$ cat config.mk
export PLATFORM = sky130hd
export DESIGN_NAME = pairwise_segment_length_sort_top
export DESIGN_NICKNAME = d
export VERILOG_FILES = /design/src/rtl/psls_pkg.sv /design/src/rtl/psls_datapath.sv /design/src/rtl/psls_ctrl.sv /design/src/rtl/pairwise_segment_length_sort_top.sv
export SDC_FILE = /design/constraint.sdc
export NUM_CORES = 2
export LEC_CHECK = 0
export CORE_AREA = 5 5 379 474
export CTS_CLUSTER_DIAMETER = 50
export DETAILED_ROUTE_END_ITERATION = 8
export DIE_AREA = 0 0 384 479
export DONT_BUFFER_PORTS = 1
export GPL_ROUTABILITY_DRIVEN = 0
export PLACE_DENSITY = 0.87
export SETUP_SLACK_MARGIN = 0.5
export SYNTH_ARGS = -nofsm -noshare
export SYNTH_HDL_FRONTEND = slang
export SYNTH_SLANG_ARGS = --single-unit
$ cat constraint.sdc
create_clock -name clk -period 25.4 [get_ports clk]
set_input_delay 0 -clock clk [delete_from_list [all_inputs] [get_ports clk]]
set_output_delay 0 -clock clk [all_outputs]
set_load 0.02 [all_outputs]
$ cat src/rtl/psls_pkg.sv
// ----------------------------------------------------------------------------
// psls_pkg
// Shared types and command/status structs for the pairwise segment sorter.
// ----------------------------------------------------------------------------
package psls_pkg;

    typedef struct packed {
        logic signed [15:0] coord_x;
        logic signed [15:0] coord_y;
        logic signed [15:0] coord_z;
        logic               final_point;
    } point_word_t;

    typedef struct packed {
        logic signed [15:0] first_x;
        logic signed [15:0] first_y;
        logic signed [15:0] first_z;
        logic signed [15:0] second_x;
        logic signed [15:0] second_y;
        logic signed [15:0] second_z;
        logic        [33:0] squared_length;
        logic               last_segment;
    } segment_word_t;

    typedef enum logic [2:0] {
        ST_IDLE,
        ST_PAIR,
        ST_SEARCH,
        ST_EMIT,
        ST_DONE
    } psls_state_t;

    typedef struct packed {
        logic load;        // store incoming point
        logic clr_count;   // empty the set
        logic pair_init;   // start pair walk
        logic pair_step;   // compute one pair length, advance
        logic srch_init;   // start min search over pairs
        logic srch_step;   // compare one pair
        logic emit;        // output chosen pair, mark used
    } psls_cmd_t;

    typedef struct packed {
        logic enough;      // at least two points
        logic pair_done;   // all pairs formed
        logic srch_done;   // search pass complete
        logic all_out;     // every pair emitted
    } psls_stat_t;

endpackage

$ cat src/rtl/psls_datapath.sv
// ----------------------------------------------------------------------------
// psls_datapath
// Point store, pair length unit, pair table and min-search selector.
// ----------------------------------------------------------------------------
module psls_datapath
    import psls_pkg::*;
#(
    parameter int MAX_POINTS = 8
) (
    input  logic          clk,
    input  logic          rst_n,
    input  point_word_t   in_word,
    input  psls_cmd_t     cmd,
    output psls_stat_t    stat,
    output segment_word_t out_word
);
    localparam int PairCap = MAX_POINTS * (MAX_POINTS - 1) / 2;
    localparam int IW = $clog2(MAX_POINTS + 1);
    localparam int PIW = $clog2(MAX_POINTS);
    localparam int KW = $clog2(PairCap + 1);
    localparam int KIW = (PairCap > 1) ? $clog2(PairCap) : 1;

    logic [47:0]    store_mem [MAX_POINTS];
    logic [IW-1:0]  count_reg;
    logic [IW-1:0]  pi_reg, pj_reg;
    logic [KW-1:0]  npair_reg;
    logic [PIW-1:0] pa_mem [PairCap];
    logic [PIW-1:0] pb_mem [PairCap];
    logic [33:0]    len_mem [PairCap];
    logic [PairCap-1:0] used_reg;
    logic [KW-1:0]  scan_reg;
    logic [KW-1:0]  best_reg;
    logic           best_ok_reg;
    logic [KW-1:0]  emitted_reg;

    logic [47:0] p_rd, q_rd;
    logic [16:0] dx, dy, dz;
    logic [16:0] ax, ay, az;
    logic [31:0] sqx, sqy, sqz;
    logic [33:0] len_sum;
    logic [KIW-1:0] scan_idx, best_idx;

    assign p_rd = store_mem[pi_reg[PIW-1:0]];
    assign q_rd = store_mem[pj_reg[PIW-1:0]];
    assign dx = {p_rd[47], p_rd[47:32]} - {q_rd[47], q_rd[47:32]};
    assign dy = {p_rd[31], p_rd[31:16]} - {q_rd[31], q_rd[31:16]};
    assign dz = {p_rd[15], p_rd[15:0]} - {q_rd[15], q_rd[15:0]};
    assign ax = dx[16] ? -dx : dx;
    assign ay = dy[16] ? -dy : dy;
    assign az = dz[16] ? -dz : dz;
    assign sqx = ax[15:0] * ax[15:0];
    assign sqy = ay[15:0] * ay[15:0];
    assign sqz = az[15:0] * az[15:0];
    assign len_sum = 34'(sqx) + 34'(sqy) + 34'(sqz);
    assign scan_idx = scan_reg[KIW-1:0];
    assign best_idx = best_reg[KIW-1:0];

    always_ff @(posedge clk)
    begin
        if (cmd.load && count_reg < IW'(MAX_POINTS))
        begin
            store_mem[count_reg[PIW-1:0]] <= {in_word.coord_x, in_word.coord_y,
                                              in_word.coord_z};
        end
        if (cmd.pair_step)
        begin
            pa_mem[npair_reg[KIW-1:0]]  <= pi_reg[PIW-1:0];
            pb_mem[npair_reg[KIW-1:0]]  <= pj_reg[PIW-1:0];
            len_mem[npair_reg[KIW-1:0]] <= len_sum;
        end
    end

    always_ff @(posedge clk or negedge rst_n)
    begin
        if (!rst_n)
        begin
            count_reg   <= '0;
            pi_reg      <= '0;
            pj_reg      <= '0;
            npair_reg   <= '0;
            used_reg    <= '0;
            scan_reg    <= '0;
            best_reg    <= '0;
            best_ok_reg <= 1'b0;
            emitted_reg <= '0;
        end
        else
        begin
            if (cmd.clr_count)
                count_reg <= '0;
            else if (cmd.load && count_reg < IW'(MAX_POINTS))
                count_reg <= count_reg + 1'b1;
            if (cmd.pair_init)
            begin
                pi_reg      <= '0;
                pj_reg      <= IW'(1);
                npair_reg   <= '0;
                used_reg    <= '0;
                emitted_reg <= '0;
            end
            else if (cmd.pair_step)
            begin
                npair_reg <= npair_reg + 1'b1;
                if (pj_reg + 1'b1 == count_reg)
                begin
                    pi_reg <= pi_reg + 1'b1;
                    pj_reg <= pi_reg + IW'(2);
                end
                else
                    pj_reg <= pj_reg + 1'b1;
            end
            if (cmd.srch_init)
            begin
                scan_reg    <= '0;
                best_ok_reg <= 1'b0;
            end
            else if (cmd.srch_step)
            begin
                scan_reg <= scan_reg + 1'b1;
                if (!used_reg[scan_idx] &&
                    (!best_ok_reg || len_mem[scan_idx] < len_mem[best_idx]))
                begin
                    best_reg    <= scan_reg;
                    best_ok_reg <= 1'b1;
                end
            end
            if (cmd.emit)
            begin
                used_reg[best_idx] <= 1'b1;
                emitted_reg        <= emitted_reg + 1'b1;
            end
        end
    end

    logic [47:0] a_rd, b_rd;
    assign a_rd = store_mem[pa_mem[best_idx]];
    assign b_rd = store_mem[pb_mem[best_idx]];

    always_comb
    begin
        out_word.first_x        = a_rd[47:32];
        out_word.first_y        = a_rd[31:16];
        out_word.first_z        = a_rd[15:0];
        out_word.second_x       = b_rd[47:32];
        out_word.second_y       = b_rd[31:16];
        out_word.second_z       = b_rd[15:0];
        out_word.squared_length = len_mem[best_idx];
        out_word.last_segment   = (emitted_reg + 1'b1 == npair_reg);
    end

    assign stat.enough    = (count_reg >= IW'(2));
    assign stat.pair_done = (pi_reg + 1'b1 >= count_reg);
    assign stat.srch_done = (scan_reg == npair_reg);
    assign stat.all_out   = (emitted_reg == npair_reg);

    assert property (@(posedge clk) disable iff (!rst_n)
        count_reg <= IW'(MAX_POINTS))
        else $error("point count beyond capacity");
    assert property (@(posedge clk) disable iff (!rst_n)
        npair_reg <= KW'(PairCap))
        else $error("pair count beyond capacity");
    assert property (@(posedge clk) disable iff (!rst_n)
        cmd.emit |-> best_ok_reg && !used_reg[best_idx])
        else $error("emitting an unselected or used pair");
endmodule

$ cat src/rtl/psls_ctrl.sv
// ----------------------------------------------------------------------------
// psls_ctrl
// Sequencer: load points, form pairs, then repeated min-search and emit.
// ----------------------------------------------------------------------------
module psls_ctrl
    import psls_pkg::*;
(
    input  logic        clk,
    input  logic        rst_n,
    input  logic        start,
    input  logic        final_point,
    input  psls_stat_t  stat,
    output psls_cmd_t   cmd,
    output logic        busy,
    output logic        strobe
);
    psls_state_t state_reg, state_next;

    always_ff @(posedge clk or negedge rst_n)
    begin
        if (!rst_n)
            state_reg <= ST_IDLE;
        else
            state_reg <= state_next;
    end

    always_comb
    begin
        state_next = state_reg;
        cmd        = '0;
        busy       = 1'b1;
        strobe     = 1'b0;
        case (state_reg)
            ST_IDLE:
            begin
                busy = 1'b0;
                if (start)
                begin
                    cmd.load = 1'b1;
                    if (final_point)
                        state_next = ST_DONE;
                end
            end
            ST_DONE:
            begin
                cmd.pair_init = 1'b1;
                if (stat.enough)
                    state_next = ST_PAIR;
                else
                begin
                    cmd.clr_count = 1'b1;
                    state_next    = ST_IDLE;
                end
            end
            ST_PAIR:
            begin
                cmd.pair_step = 1'b1;
                if (stat.pair_done)
                begin
                    cmd.pair_step = 1'b0;
                    cmd.srch_init = 1'b1;
                    state_next    = ST_SEARCH;
                end
            end
            ST_SEARCH:
            begin
                if (stat.srch_done)
                    state_next = ST_EMIT;
                else
                    cmd.srch_step = 1'b1;
            end
            ST_EMIT:
            begin
                cmd.emit      = 1'b1;
                cmd.srch_init = 1'b1;
                strobe        = 1'b1;
                state_next    = ST_SEARCH;
                if (stat.all_out)
                begin
                    cmd.emit      = 1'b0;
                    cmd.srch_init = 1'b0;
                    strobe        = 1'b0;
                    cmd.clr_count = 1'b1;
                    state_next    = ST_IDLE;
                end
            end
            default:
                state_next = ST_IDLE;
        endcase
    end

    assert property (@(posedge clk) disable iff (!rst_n)
        strobe |-> state_reg == ST_EMIT)
        else $error("strobe outside emit");
    assert property (@(posedge clk) disable iff (!rst_n)
        cmd.load |-> !busy)
        else $error("load while busy");
    assert property (@(posedge clk) disable iff (!rst_n)
        strobe |=> busy)
        else $error("idle right after a result");
endmodule

$ cat src/rtl/pairwise_segment_length_sort_top.sv
// ----------------------------------------------------------------------------
// pairwise_segment_length_sort_top
// Sorts all point pairs of a set by squared length.
// ----------------------------------------------------------------------------
// Points load while busy is low and start is high. The point marked final
// starts the sort: with n points and P = n(n-1)/2 pairs, a setup step is
// followed by pair forming, then each result costs a full scan of the pair
// table plus an emit step, and one more scan closes the set. Results appear
// one per strobe and cannot be held off; busy stays high until the closing
// scan is done.
// ----------------------------------------------------------------------------
module pairwise_segment_length_sort_top
    import psls_pkg::*;
#(
    parameter int MAX_POINTS = 8
) (
    input  logic          clk,
    input  logic          rst_n,
    input  logic          start,
    output logic          busy,
    input  point_word_t   point,
    output logic          strobe,
    output segment_word_t segment
);
    psls_cmd_t  cmd;
    psls_stat_t stat;

    psls_ctrl u_ctrl (
        .clk         (clk),
        .rst_n       (rst_n),
        .start       (start),
        .final_point (point.final_point),
        .stat        (stat),
        .cmd         (cmd),
        .busy        (busy),
        .strobe      (strobe)
    );

    psls_datapath #(.MAX_POINTS(MAX_POINTS)) u_dp (
        .clk      (clk),
        .rst_n    (rst_n),
        .in_word  (point),
        .cmd      (cmd),
        .stat     (stat),
        .out_word (segment)
    );
endmodule
==> results.tsv <==
metric	value	unit
slowest CP cell	dfrtp_4	
Worst-Margin Slew	1.46	ns
sequential area share after synthesis	45.0	%
crit path DAT	19.41	ns
largest net degree at the start of global routing	192	
highest clock rate	52.8	MHz
RSZ-0062 raised after global routing	no	
row count	172	
flops & latches, synth	1568	
commonest non-fill, non-tap cell in the layout	edfxtp_1	
Global Route Usage Sum	34.5	%
first drt pass iteration count	9	
most frequent cells in the layout	edfxtp_1 (1504), inv_1 (917), mux4_2 (741)	
Synth cell types	88	
Worst Clk Skew	0.101	ns
FF-to-FF path depth	56	
# fillers	11200	
CTS Root Cell	clkbuf_16	
I/O pins	185	
Pins Over Slew Limit	0	
asr flop ratio synth	4.08	%
HP Start	point[35]	
Num CTS Buffers	162	
via count	71600	
Rel. slew slack	1.75	%
Netlist Area Pre-Place	104000	µm²
Highest Signal Layer	met5	
Largest register FFs	952	
critical path's largest stage delay	1.04	ns
final period utilization	74.6	%
die width	384	µm
EDFF count, synth	1504	
Post-DRT Antenna Nets	0	
Syn. warnings	0	
Cells after Synth	7455	
CTS tree	yes	
DR WL met2	150	mm
crit path max fanout	61	
status	finished with violations	
post-CTS setup repair buffer count	0	
M1 WL	93.6	mm
DRC errors left	0	
endpoint class of the critical path	register	
Num Clock Sinks	1568	
total of max-cap violations	1	
Die Y	479	µm
Final TNS setup	0	ns
Primary FF master, synth	edfxtp_1	
core footprint	175000	µm²
wire length per cell	32.2	µm
vias in the first global route	75800	
H-tree levels	4	
PortBufs	0	
proportion of layout cells with a drive suffix above 1	20.2	%
CTS resizes	0	
syn avg cell area	13.9	µm²
syn nets	8484	
initial core utilization	59.5	%
die area	184000	µm²
DR WL met3	46.7	mm
final setup violating endpoints	0	
Area growth, synth to finish	8.98	%
vias per inst	7.20	
Critical Path Most Common Cell	fa_1	
final hold vios	0	
nets@finish	8475	
clk_lat worst skew	0.91	ns
Post-Route WL	319	mm
hold-fix buffers at CTS	81	
post-layout minimum cycle time	18.95	ns
Min-Delay Path Class	in2reg	
violated checks	capacitance limit	
HPWL reported at the end of detailed placement	192	mm
drt first-iter violations	10900	
CP Class	reg2reg	
GRT Residual Overflow	0	
worst-case clock buffer depth	3	
WP data required	25.86	ns
Clock transition at path regs	0.07	ns
Reg-to-Reg Start	u_dp.pi_reg[0]	
Startpoint Class	register	
Worst Hold Depth	1	
first-pass GRT wire length	473	mm
CP startpoint	u_dp.pi_reg[0]	
antenna violations before repair	15	
## synthesized netlist by cell type (all sizes together), types with 207 or more instances
library cell | count | area (µm²)
mux4 | 741 | 16700
fa | 592 | 11900
clkbuf | 264 | 991
mux2i | 305 | 3050
o21ai | 207 | 1040
nand2 | 485 | 1820
inv | 921 | 3460
a21oi | 268 | 1350
nor2 | 365 | 1370
ha | 385 | 4820
edfxtp | 1504 | 45200
mux2 | 247 | 2780
## metal layers
layer	vias to the layer above	global-route usage (%)
met5	-	0
met4	14	24.9
met3	2082	12.0
met2	6958	54.9
met1	35000	38.9
li1	27500	-
## worst paths after layout
check	slack [ns]	to
max in group asynchronous	24.76	u_dp.pi_reg[1]
hold / removal	0.02	u_dp.store_mem[3][34]
setup / recovery	6.45	u_dp.len_mem[18][31]
min in group asynchronous	0.31	u_dp.emitted_reg[2]
hold reg to reg	0.49	u_dp.used_reg[19]
setup reg to reg	6.45	u_dp.len_mem[18][31]
## layout make-up
class | instances | area [µm²] | area share, %
timing repair buffer | 230 | 2060 | 1.81
inverter | 936 | 3510 | 3.10
sequential | 1568 | 46800 | 41.3
clock inverter | 88 | 970 | 0.856
multi-input combinational | 4548 | 52600 | 46.4
clock buffer | 207 | 4370 | 3.86
tap | 2349 | 2940 | 2.59
antenna | 10 | 25.0 | 0.0221
## critical path, delay by kind of cell (launching register included)
kind / cells / cell delay [ns]
AOI/OAI and AO/OA: 18 / 5.00
xor gates and xnor gates: 3 / 1.41
adders and majority gates: 16 / 7.33
buffers and inverters: 11 / 1.71
DFF: 1 / 1.04
muxes: 2 / 0.77
and+or+nand+nor: 6 / 1.21
## cells by family after synthesis
kind of cell    Yosys count  share of synthesized area (%)
xor+xnor                181                           1.55
flops                  1568                           45.0
fa+ha+maj               977                           16.0
simple gates           1184                           5.07
buf+inv                1339                           4.95
compound gates          913                           5.73
mux                    1293                           21.7
## per-stage QoR
step | instance area [µm²] | setup slack (ns) | util, % | hold slack, ns | cells
after detailed placement | 107000 | 6.93 | 61.2 | -0.288 | 9549
after CTS | 113000 | 6.71 | 64.8 | 0.00262 | 9925
final | 113000 | 6.45 | 64.8 | 0.0160 | 9936
after floorplan | 104000 | 8.83 | - | -0.296 | 7455
after global routing | 113000 | 5.51 | 64.8 | 0.0196 | 9929
after global placement | 107000 | 7.51 | 61.2 | -0.289 | 9549
Power is left out: the tool's default activity adds up to more than one toggle a clock period on the data nets, which glitch-free logic cannot reach.
